<file path="src/hysteresis_peak_trough_detector_assert.svh">
// assertion macros for the hysteresis peak and trough detector
`ifndef HYSTERESIS_PEAK_TROUGH_DETECTOR_ASSERT_SVH
`define HYSTERESIS_PEAK_TROUGH_DETECTOR_ASSERT_SVH

`ifndef SYNTHESIS
// same-cycle implication, checked out of reset
`define HPTD_ASSERT_NOW(lbl, clk, rst, ante, cons) \
  lbl: assert property (@(posedge clk) disable iff (rst) (ante) |-> (cons)) \
    else $error("hptd assertion failed");
// next-cycle implication, checked out of reset
`define HPTD_ASSERT_NEXT(lbl, clk, rst, ante, cons) \
  lbl: assert property (@(posedge clk) disable iff (rst) (ante) |=> (cons)) \
    else $error("hptd assertion failed");
`else
`define HPTD_ASSERT_NOW(lbl, clk, rst, ante, cons)
`define HPTD_ASSERT_NEXT(lbl, clk, rst, ante, cons)
`endif

`endif

</file>
<file path="src/hptd_pkg.sv">
// shared types, constants and helpers of the peak and trough detector
`timescale 1ns / 1ps

package hptd_pkg;

  localparam int SAMPLE_BITS = 16;
  localparam int DELTA_BITS  = 16;
  localparam int IDX_BITS    = 12;
  localparam int CNT_BITS    = 13;
  localparam int CMP_BITS    = 18;

  localparam logic [IDX_BITS-1:0]   IDX_MAX     = 12'd4095;
  localparam logic [CNT_BITS-1:0]   CNT_MAX     = 13'd8191;
  localparam logic [DELTA_BITS-1:0] DELTA_RESET = 16'd200;

  localparam logic EVT_PEAK   = 1'b0;
  localparam logic EVT_TROUGH = 1'b1;

  // direction of travel, one-hot
  typedef enum logic [2:0] {
    DIR_UNDEC = 3'b001,
    DIR_RISE  = 3'b010,
    DIR_FALL  = 3'b100
  } dir_t;

  // detector state carried between samples
  typedef struct packed {
    dir_t                          dir;
    logic signed [SAMPLE_BITS-1:0] max_value;
    logic [IDX_BITS-1:0]           max_index;
    logic signed [SAMPLE_BITS-1:0] min_value;
    logic [IDX_BITS-1:0]           min_index;
    logic [IDX_BITS-1:0]           sample_index;
    logic [CNT_BITS-1:0]           peak_count;
    logic [CNT_BITS-1:0]           trough_count;
  } state_t;

  // one reported extreme
  typedef struct packed {
    logic                          kind;
    logic [IDX_BITS-1:0]           index;
    logic signed [SAMPLE_BITS-1:0] value;
    logic [CNT_BITS-1:0]           number;
  } event_t;

  // state at reset and at the start of every window
  function automatic state_t clear_state();
    state_t s;
    s              = '0;
    s.dir          = DIR_UNDEC;
    return s;
  endfunction

endpackage

</file>
<file path="src/hptd_ifs.sv">
// request channels of the peak and trough detector
`timescale 1ns / 1ps

// sample requests
interface hptd_sample_if;
  import hptd_pkg::*;
  logic                          valid;
  logic                          ready;
  logic signed [SAMPLE_BITS-1:0] sample;
  logic                          last_sample;
  modport source (output valid, sample, last_sample, input ready);
  modport sink (input valid, sample, last_sample, output ready);
endinterface

// event requests
interface hptd_event_if;
  import hptd_pkg::*;
  logic                          valid;
  logic                          ready;
  logic                          event_kind;
  logic [IDX_BITS-1:0]           event_index;
  logic signed [SAMPLE_BITS-1:0] event_value;
  logic [CNT_BITS-1:0]           event_number;
  modport source (output valid, event_kind, event_index, event_value, event_number,
                  input ready);
  modport sink (input valid, event_kind, event_index, event_value, event_number,
                output ready);
endinterface

// delta register writes
interface hptd_cfg_if;
  import hptd_pkg::*;
  logic                  valid;
  logic                  ready;
  logic [DELTA_BITS-1:0] data;
  modport source (output valid, data, input ready);
  modport sink (input valid, data, output ready);
endinterface

</file>
<file path="src/hptd_core.sv">
// next-state and event logic for one sample
`timescale 1ns / 1ps

module hptd_core
  import hptd_pkg::*;
(
  input  state_t                        st,
  input  logic signed [SAMPLE_BITS-1:0] x,
  input  logic                          last,
  input  logic [DELTA_BITS-1:0]         delta,
  output state_t                        st_next,
  output logic                          emit,
  output event_t                        ev
);

  state_t                     s;
  state_t                     n;
  logic signed [CMP_BITS-1:0] xw;
  logic signed [CMP_BITS-1:0] dw;
  logic signed [CMP_BITS-1:0] maxw;
  logic signed [CMP_BITS-1:0] minw;
  logic                       max_le_x;
  logic                       x_le_min;
  logic                       drop_hit;
  logic                       rise_hit;

  // first sample of a window seeds both extremes
  always_comb begin
    s = st;
    if (st.sample_index == '0) begin
      s.max_value = x;
      s.min_value = x;
      s.max_index = '0;
      s.min_index = '0;
    end
  end

  // exact compares at widened precision
  assign xw       = CMP_BITS'(x);
  assign dw       = $signed({2'b00, delta});
  assign maxw     = CMP_BITS'(s.max_value);
  assign minw     = CMP_BITS'(s.min_value);
  assign max_le_x = (maxw <= xw);
  assign x_le_min = (xw <= minw);
  assign drop_hit = (maxw >= xw + dw);
  assign rise_hit = (xw >= minw + dw);

  // direction rules
  always_comb begin
    n    = s;
    emit = 1'b0;
    ev   = '0;
    case (s.dir)
      DIR_UNDEC: begin
        if (drop_hit) begin
          n.dir = DIR_FALL;
        end else if (rise_hit) begin
          n.dir = DIR_RISE;
        end
        if (max_le_x) begin
          n.max_value = x;
          n.max_index = s.sample_index;
        end else if (x_le_min) begin
          n.min_value = x;
          n.min_index = s.sample_index;
        end
      end
      DIR_RISE: begin
        if (max_le_x) begin
          n.max_value = x;
          n.max_index = s.sample_index;
        end else if (drop_hit) begin
          if (s.peak_count < CNT_MAX) begin
            n.peak_count = s.peak_count + 1'b1;
          end
          emit        = 1'b1;
          ev.kind     = EVT_PEAK;
          ev.index    = s.max_index;
          ev.value    = s.max_value;
          ev.number   = n.peak_count;
          n.min_value = x;
          n.min_index = s.sample_index;
          n.dir       = DIR_FALL;
        end
      end
      default: begin
        // falling, and any unexpected code
        if (x_le_min) begin
          n.min_value = x;
          n.min_index = s.sample_index;
        end else if (rise_hit) begin
          if (s.trough_count < CNT_MAX) begin
            n.trough_count = s.trough_count + 1'b1;
          end
          emit        = 1'b1;
          ev.kind     = EVT_TROUGH;
          ev.index    = s.min_index;
          ev.value    = s.min_value;
          ev.number   = n.trough_count;
          n.max_value = x;
          n.max_index = s.sample_index;
          n.dir       = DIR_RISE;
        end
      end
    endcase
    // saturating window index
    if (s.sample_index < IDX_MAX) begin
      n.sample_index = s.sample_index + 1'b1;
    end
  end

  // end of window clears everything
  assign st_next = last ? clear_state() : n;

endmodule

</file>
<file path="src/hysteresis_peak_trough_detector.sv">
// top level of the hysteresis peak and trough detector
`timescale 1ns / 1ps
`include "hysteresis_peak_trough_detector_assert.svh"

// Usage:
//   samples : sample requests (sample, last_sample) under valid/ready.
//   events  : event requests (event_kind, event_index, event_value,
//             event_number) under valid/ready, at most one per sample.
//   cfg     : writes the 16-bit delta; always ready, write while idle.
// A sample is taken into an input register, then the compare and update
// logic runs as that register advances, loading the detector state and
// the output register, which holds the event. One sample per cycle is
// accepted while no event is stalled; the rate is set by the single state
// update per cycle that feeds the output register.
// last_sample processes the sample and then returns the window state to
// its cleared form. Reset clears the window state, empties both
// registers and loads delta with 200.
// When the receiver stalls, the pending event holds and the input
// register keeps one more sample; samples then wait until the event is
// taken.
module hysteresis_peak_trough_detector
  import hptd_pkg::*;
(
  input  logic     clk,
  input  logic     rst,
  hptd_sample_if.sink  samples,
  hptd_event_if.source events,
  hptd_cfg_if.sink     cfg
);

  logic                          s1_valid;
  logic signed [SAMPLE_BITS-1:0] s1_sample;
  logic                          s1_last;
  state_t                        st;
  state_t                        st_next;
  logic                          out_valid;
  event_t                        out_ev;
  event_t                        ev;
  logic                          emit;
  logic [DELTA_BITS-1:0]         delta;
  logic                          out_adv;
  logic                          s1_fire;
  logic                          in_fire;

  // handshake control
  assign out_adv       = !out_valid || events.ready;
  assign s1_fire       = s1_valid && out_adv;
  assign samples.ready = !s1_valid || out_adv;
  assign in_fire       = samples.valid && samples.ready;
  assign cfg.ready     = 1'b1;

  // update logic
  hptd_core u_core (
    .st      (st),
    .x       (s1_sample),
    .last    (s1_last),
    .delta   (delta),
    .st_next (st_next),
    .emit    (emit),
    .ev      (ev)
  );

  // control state
  always_ff @(posedge clk) begin
    if (rst) begin
      s1_valid  <= 1'b0;
      out_valid <= 1'b0;
      st        <= clear_state();
      delta     <= DELTA_RESET;
    end else begin
      if (in_fire) begin
        s1_valid <= 1'b1;
      end else if (s1_fire) begin
        s1_valid <= 1'b0;
      end
      if (s1_fire) begin
        st        <= st_next;
        out_valid <= emit;
      end else if (events.ready) begin
        out_valid <= 1'b0;
      end
      if (cfg.valid && cfg.ready) begin
        delta <= cfg.data;
      end
    end
  end

  // payload registers
  always_ff @(posedge clk) begin
    if (in_fire) begin
      s1_sample <= samples.sample;
      s1_last   <= samples.last_sample;
    end
    if (s1_fire && emit) begin
      out_ev <= ev;
    end
  end

  // result outputs
  assign events.valid        = out_valid;
  assign events.event_kind   = out_ev.kind;
  assign events.event_index  = out_ev.index;
  assign events.event_value  = out_ev.value;
  assign events.event_number = out_ev.number;

  // checks
  `HPTD_ASSERT_NOW(a_stall_cause, clk, rst, !samples.ready,
    s1_valid && out_valid && !events.ready)
  `HPTD_ASSERT_NEXT(a_window_clear, clk, rst, s1_fire && s1_last,
    st.sample_index == '0 && st.peak_count == '0 && st.trough_count == '0)
  `HPTD_ASSERT_NOW(a_event_dir, clk, rst, s1_fire && emit, st.dir != DIR_UNDEC)
  `HPTD_ASSERT_NOW(a_event_index, clk, rst, s1_fire && emit && st.sample_index != '0,
    ev.index <= st.sample_index && ev.number != '0)

endmodule

</file>
<file path="src/flat_wrapper.sv">
// flat-port wrapper written by rule: the top's interface ports become plain ports
module hysteresis_peak_trough_detector_flat import hptd_pkg::*;
  (clk, rst, samples_valid, samples_sample, samples_last_sample, samples_ready, events_valid, events_event_kind, events_event_index, events_event_value, events_event_number, events_ready, cfg_valid, cfg_data, cfg_ready);
  hptd_sample_if samples_i ();
  hptd_event_if events_i ();
  hptd_cfg_if cfg_i ();
  input  logic clk;
  input  logic rst;
  input wire logic [$bits(samples_i.valid)-1:0] samples_valid;
  input wire logic [$bits(samples_i.sample)-1:0] samples_sample;
  input wire logic [$bits(samples_i.last_sample)-1:0] samples_last_sample;
  output wire logic [$bits(samples_i.ready)-1:0] samples_ready;
  output wire logic [$bits(events_i.valid)-1:0] events_valid;
  output wire logic [$bits(events_i.event_kind)-1:0] events_event_kind;
  output wire logic [$bits(events_i.event_index)-1:0] events_event_index;
  output wire logic [$bits(events_i.event_value)-1:0] events_event_value;
  output wire logic [$bits(events_i.event_number)-1:0] events_event_number;
  input wire logic [$bits(events_i.ready)-1:0] events_ready;
  input wire logic [$bits(cfg_i.valid)-1:0] cfg_valid;
  input wire logic [$bits(cfg_i.data)-1:0] cfg_data;
  output wire logic [$bits(cfg_i.ready)-1:0] cfg_ready;
  assign samples_i.valid = samples_valid;
  assign samples_i.sample = samples_sample;
  assign samples_i.last_sample = samples_last_sample;
  assign samples_ready = samples_i.ready;
  assign events_valid = events_i.valid;
  assign events_event_kind = events_i.event_kind;
  assign events_event_index = events_i.event_index;
  assign events_event_value = events_i.event_value;
  assign events_event_number = events_i.event_number;
  assign events_i.ready = events_ready;
  assign cfg_i.valid = cfg_valid;
  assign cfg_i.data = cfg_data;
  assign cfg_ready = cfg_i.ready;
  hysteresis_peak_trough_detector u_core (.clk(clk), .rst(rst), .samples(samples_i), .events(events_i), .cfg(cfg_i));
endmodule
</file>
<file path="config.mk">
export PLATFORM = sky130hd
export DESIGN_NAME = hysteresis_peak_trough_detector_flat
export DESIGN_NICKNAME = d
export VERILOG_FILES = /design/src/hptd_pkg.sv /design/src/hptd_ifs.sv /design/src/hptd_core.sv /design/src/hysteresis_peak_trough_detector.sv /design/src/flat_wrapper.sv
export VERILOG_INCLUDE_DIRS = /design/src /design/src/src
export SDC_FILE = /design/constraint.sdc
export NUM_CORES = 1
export LEC_CHECK = 0
export BUFFER_PORTS_ARGS = -buffer_cell sky130_fd_sc_hd__buf_2
export CAP_MARGIN = 0
export CORE_UTILIZATION = 26
export DETAILED_ROUTE_END_ITERATION = 12
export GPL_TIMING_DRIVEN = 0
export PLACE_DENSITY_LB_ADDON = 0.05
export SYNTH_ARGS = -nofsm -noshare
export SYNTH_HDL_FRONTEND = slang
export SYNTH_SLANG_ARGS = --single-unit
</file>
<file path="constraint.sdc">
create_clock -name clk -period 6.7 [get_ports clk]
set_clock_uncertainty 0.2 [all_clocks]
set_input_delay 1.005 -clock clk [delete_from_list [all_inputs] [get_ports clk]]
set_output_delay 1.005 -clock clk [all_outputs]
set_load 0.03 [all_outputs]
</file>
==> results of run 1 <==
-- flip-flops by register name, indices dropped and copies added, names as in the netlist --
name                        count
u_core.s1_last                  1
u_core.events.event_kind        1
u_core.s1_valid                 1
u_core.events.event_value      16
u_core.events.valid             1
u_core.st                      97
u_core.s1_sample               16
u_core.events.event_number     13
u_core.delta                   16
u_core.events.event_index      12
-- kinds of logic after synthesis --
family                   after synthesis
AO/OA/AOI/OAI                        330
adder cells (fa/ha/maj)              109
XOR/XNOR                              51
flip-flops                           174
buffers and inverters                121
AND/OR/NAND/NOR                      446
multiplexers                          40
other                                  1
-- worst max-delay path, stage by stage, from the launching register on --
cell      delay, ns
edfxtp_1       0.60
ha_1           0.43
o21ai_0        0.09
o21bai_1       0.14
a21oi_1        0.14
o311ai_0       0.67
nand4_1        0.26
nand3_1        0.17
a31oi_1        0.14
xnor2_1        0.15
ha_1           0.42
nand4_1        0.28
nor4_4         0.47
a211oi_1       0.15
and3_4         0.22
mux2i_1        0.14
a31oi_1        0.83
buf_2          0.41
o311ai_0       0.20
nand4_1        0.13
-- final cells by class --
class | instances | area (µm²)
fillers | 4523 | 29100
multi-input cells | 977 | 6790
flip-flops and latches | 174 | 4070
well taps | 577 | 722
repair buffers | 91 | 510
clock buffers | 17 | 425
plain buffers | 54 | 283
inverters | 67 | 256
clock inverters | 15 | 189
repair inverters | 1 | 7.51
-- placed cells by master, fill, tap and decap left out, drive strengths merged, types with 13 or more instances in the layout --
cell type,n
a21oi,50
nand4,35
xnor2,23
a21o,13
nand2,204
nand3,38
ha,107
edfxtp,59
clkbuf,53
and3,17
nand2b,16
buf,109
dfxtp,115
xor2,28
nor2,69
o211ai,27
mux2i,38
a31oi,19
nor3,17
o21ai,85
a22o,36
inv,73
-- where the power goes --
part | internal (W) | switching (W)
logic | 0.000293 | 0.000521
clock network | 0.000509 | 0.000550
registers | 0.00112 | 0.0000361
-- worst paths after layout --
path / startpoint / to / slack [ns] / cells past startpoint
max: u_core.s1_sample[3] / u_core.st[62] / 0.39 / 19
min: u_core.st[56] / u_core.st[56] / 0.26 / 2
max reg2reg: u_core.s1_sample[3] / u_core.st[62] / 0.39 / 19
min reg2reg: u_core.st[56] / u_core.st[56] / 0.26 / 2
-- per-layer routing --
layer  wire length (µm)  part of all wire [%]
met3               1760                   4.3
met5                  0                     0
met1              20100                    50
met2              17800                    44
met4                929                   2.3
-- per-stage QoR --
step | setup slack [ns] | util, % | hold slack [ns] | power [W] | cells
3_3_place_gp | -2.92 | 29.2 | 0.237 | 0.00196 | 1928
3_5_place_dp | -1.92 | 29.3 | 0.242 | 0.00195 | 1929
5_1_grt | 0.00966 | 31.3 | 0.282 | 0.00320 | 1973
6_report | 0.391 | 31.3 | 0.260 | 0.00303 | 1973
2_1_floorplan | 0.352 | - | 0.220 | 0.00170 | 1272
4_1_cts | 0.0433 | 31.1 | 0.262 | 0.00306 | 1969
-- timing repair --
item                       CTS  global route
gates cloned                 1             0
pin swaps                    3             5
hold buffers                 0             0
gates resized for setup     30            16
setup endpoints to repair  129           153
buffers inserted             7             4
==> summary.txt, run 1 <==
Placement
  • GPL Wtd Cong: 0.815
  • I/O Buffers: 79
  • DP HPWL: 30.3 mm
  • Placed Area: 12400 µm²

Logic synthesis
  • Leading area contributor after synthesis: dfxtp_1
  • Cells after Synth: 1272
  • Post-Synth Simple-Gate Area: between 10% and 20%
  • FF+latch count, synth: around 170
  • Post-Syn Nets: between 1000 and 1500
  • Sequential element share of the synthesized area: 36.2%
  • Post-Synth Adder-Cell Area: approximately an eighth
  • FFs w/ async S/R, synth: 0%
  • Yosys top cell area share: 20.5%
  • Synth top area cells: dfxtp_1, edfxtp_1, ha_1
  • Yosys warns: 0
  • XOR/XNOR Fraction of Synth Area: 3.97%
  • Distinct cells, synth: a little under 90
  • Synthesized area: roughly 11000 µm²
  • Top FF cell, synth: dfxtp_1
  • EDFF count, synth: 59
  • Post-synth top cells: nand2_1, dfxtp_1, ha_1
  • Most frequent cell after synthesis: nand2_1
  • Multiplexer share of the synthesized area: about 3.6%
  • Avg Cell Area, Syn: 8.84 µm²
  • Compound-Gate Fraction of Synth Area: just over 20%
  • Largest family of logic cells by synthesized area: compound AO/OA/AOI/OAI gates

Critical path
  • Crit end category: flip-flop
  • Req. time, crit path: 6.92 ns
  • Critical path arrival: 6.53 ns
  • Critical Path Fanout Max: 10
  • Worst setup SP type: flip-flop
  • Crit path kind: flip-flop to flip-flop

Hold path
  • Hold crit path type: flip-flop to flip-flop

Route
  • Drt first pass iters: 5
  • Initial DRC Count: 668
  • Drt wl/cell: 20.6 µm
  • Via count: 9943
  • Vias per cell: ~5
  • Final routed DRC violation total: 0
  • Final ANT Viol Nets: 0
  • Drt total wl: between 40 and 50 mm

STA
  • Final critical-path share of the clock period: between 90 and 100%
  • Final hold vios: 0
  • RSZ-0062 raised after global routing: no
  • Worst rel slew slack: a little over a tenth
  • Fin. max-slew vios: 0
  • Fmax: 159 MHz
  • Clock period minus worst slack: 6.31 ns
  • Setup TNS: 0 ns
  • Final setup viols: 0
  • Worst Tran Pin Value: 1.34 ns

Layout
  • Share of cells above drive strength 1: 14.0%
  • NumNets Final: 1530
  • Final Cell Area: 13300 µm²
  • Number of diodes: 0
  • P&R area growth vs syn: 17.9%

Global route
  • Initial antenna violation count: 0
  • Vias in the first global route: between 9000 and 10000
  • Pin count of the biggest net entering global routing: 24
  • Met2 Use GR: 29.2%
  • Global route hottest layer: met2
  • All-Layer GR Usage: roughly a fifth
  • First-pass GRT wire length: 61.1 mm
  • Met3 global-route usage: 3.25%
  • GR Overflow Total: 0
  • Grt met1 use: 26.3%

Die
  • Core Footprint: 42300 µm²
  • Die X: 210 µm
  • Die area: 44100 µm²
  • Num rows: 75
  • Initial core utilization: roughly a quarter
  • Die H: about 210 µm
  • Ports: 83

CTS
  • Clock sink total: 174
  • CTS clk-pin slew, worst paths: 0.09 ns
  • CTS buffer count: 17
  • Clock Latency Late Sink: 0.48 ns
  • CTS tree: built
  • CTS max path bufs: 2
  • H-tree levels: 4
  • Root buffer cell: clkbuf_16

Power and ir drop
  • Static leakage: 5.38 nW
  • Worst vdd ir: 175 µV
  • PwrDens: between 200 and 250 nW/µm²

Run
  • # Max-Cap Violations: 0

Outcome
  • Status: completed
No activity file was read; power rests on OpenSTA's default activity.
==> run 2, diff against run 1 <==
- PLACE_DENSITY: default -> 0.42
- PLACE_DENSITY_LB_ADDON: 0.05 -> default
==> run 2 against run 1 <==
Compared with the run above: final cell count down 0.15%; clock power shrank 7%; first-iteration DRC count rose by 0.15%; combinational power shrank 4.4%; register-to-register slack barely moved; hold slack worse by 0.0050 ns; sequential share of layout area up 0.23 points; global-route usage is 0.96 points lower; non-clock buffer count down 2; sequential power is essentially flat; routed wire length shrank 5.9%; setup slack better by 0.0054 ns.
==> summary.txt, run 2 (same netlist as run 1, synthesis figures left out) <==
Layout
  • P&R area growth vs syn: 17.0%
  • Commonest non-fill, non-tap cell in the layout: nand2_1
  • NumNets Final: around 1500
  • Number of diodes: 0
  • Commonest cells after routing, fill and taps aside: nand2_1, dfxtp_1, ha_1, buf_2, o21ai_0
  • Share of cells above drive strength 1: between 10% and 20%
  • Biggest register: u_core.st
  • Max reg flops: 97
  • Non-Filler Instances: 1970

Global route
  • GR Overflow Total: 0
  • First-pass GRT wire length: 59.3 mm
  • Vias in the first global route: 9890
  • All-Layer GR Usage: 17.9%
  • Pin count of the biggest net entering global routing: 25
  • Initial antenna violation count: 0

STA
  • Hold WS: 0.255 ns
  • Final critical-path share of the clock period: 94.1%
  • Fmax: 159 MHz
  • Setup TNS: 0 ns
  • Final Worst Setup Slack: 0.397 ns
  • Final hold vios: 0
  • Clock period minus worst slack: 6.30 ns
  • Final setup viols: 0
  • Worst Tran Pin Value: between 0.8 and 0.9 ns
  • Worst rel slew slack: 40.0%
  • Fin. max-slew vios: 0

Critical path
  • Crit path kind: flip-flop to flip-flop
  • Critical Path Fanout Max: 10
  • Crit end category: flip-flop
  • Critical path arrival: ~6.3 ns
  • Reg2Reg Setup Slack: 0.40 ns
  • Req. time, crit path: 6.71 ns
  • Worst setup SP type: flip-flop

Route
  • Final routed DRC violation total: 0
  • Drt first pass iters: 5
  • Drt wl/cell: 19.4 µm
  • Drt total wl: 38.2 mm
  • Initial DRC Count: 669
  • Final ANT Viol Nets: 0
  • Via count: ~9900
  • Vias per cell: approximately 5

Run
  • # Max-Cap Violations: 0

Die
  • Initial core utilization: a little over a quarter
  • Ports: 83
  • Die H: 210 µm
  • Core Footprint: 42300 µm²
  • Die X: 210 µm
  • Num rows: 75
  • Die area: 44100 µm²

CTS
  • Clock sink total: approximately 170
  • Root buffer cell: clkbuf_16
  • CTS clk-pin slew, worst paths: around 0.080 ns
  • H-tree levels: 4
  • CTS Hold Buffers Added: 0
  • CTS tree: built
  • Clock Latency Late Sink: 0.47 ns
  • CTS max path bufs: 2
  • CTS buffer count: 17

Placement
  • I/O Buffers: around 80
  • GPL Wtd Cong: 0.854
  • Post-Place Worst Slack: -1.82 ns
  • Placed insts: 1929
  • DP HPWL: 28.9 mm

Power and ir drop
  • Static leakage: approximately 5.4 nW
  • Worst vdd ir: 111 µV
  • PwrDens: roughly 220 nW/µm²

Hold path
  • Hold crit path type: flip-flop to flip-flop

Outcome
  • Status: completed
run 2: cell count changes in the layout (fill, tap and decap cells not counted), sizes merged:
cell      delta
bufinv       +1
buf          -1
clkinv       -3
clkinvlp     -2
inv          +2
run 2: what timing repair did:
| action | CTS | global route |
|---|---|---|
| setup buffers | 6 | 2 |
| endpoints found under the setup margin | 129 | 125 |
| gates cloned | 0 | 0 |
| pin swaps | 3 | 5 |
| gates resized for setup | 19 | 16 |
run 2: worst max-delay path, cell delays in order, from the launching register on:
cell and delay [ns]:
dfxtp_1 0.46, inv_1 0.09, ha_1 0.20, nor4b_4 0.13, nand3_2 0.13, buf_4 0.13, clkbuf_1 0.40, nand2_1 0.10
nand2_1 0.21, ha_1 0.31, a21oi_1 0.21, nor2_1 0.07, a21oi_1 0.29, o311ai_0 0.25, a31o_2 0.30, a21oi_1 0.17
xnor2_1 0.09, ha_1 0.31, nand2b_2 0.21, a31oi_1 0.10, nor4_2 0.35, o21ai_2 0.15, or2_1 0.24, buf_2 0.16
clkbuf_2 0.26, o21ai_0 0.49
run 2: path summary, 6_finish.rpt:
check                      from                           end  cells past startpoint
setup / recovery  u_core.st[26]  u_core.events.event_value[8]                     25
hold / removal    u_core.st[78]                 u_core.st[78]                      2
setup reg to reg  u_core.st[26]  u_core.events.event_value[8]                     25
hold reg to reg   u_core.st[78]                 u_core.st[78]                      2
run 2: final cells by class:
cell class	count	area (µm²)
inverter	67	268
timing repair buffer	89	503
clock buffer	18	439
tap	577	722
sequential	174	4070
fill	4501	29200
multi-input combinational	977	6770
clock inverter	14	116
buffer	54	273
run 2: power by group:
part	leakage, nW	switching [W]	internal, W	total, W
Combinational	3.54	0.000497	0.000281	0.000778
Clock	0.282	0.000489	0.000497	0.000986
Sequential	1.54	0.0000360	0.00113	0.00116
run 2: through the flow:
step,utilization [%],power [W],cell area (µm²)
6_report,31.1,0.00293,13200
5_1_grt,31.1,0.00310,13200
4_1_cts,30.9,0.00295,13100
3_5_place_dp,29.3,0.00194,12400
3_3_place_gp,29.2,0.00193,12400
2_1_floorplan,-,0.00170,11200
run 2: per-layer routing:
layer	vias up	global-route usage [%]	wire length, µm
met4	0	6.12	864
li1	4932	-	-
met2	210	28.5	17000
met5	-	0	0
met3	35	3.17	1570
met1	4737	24.2	18800
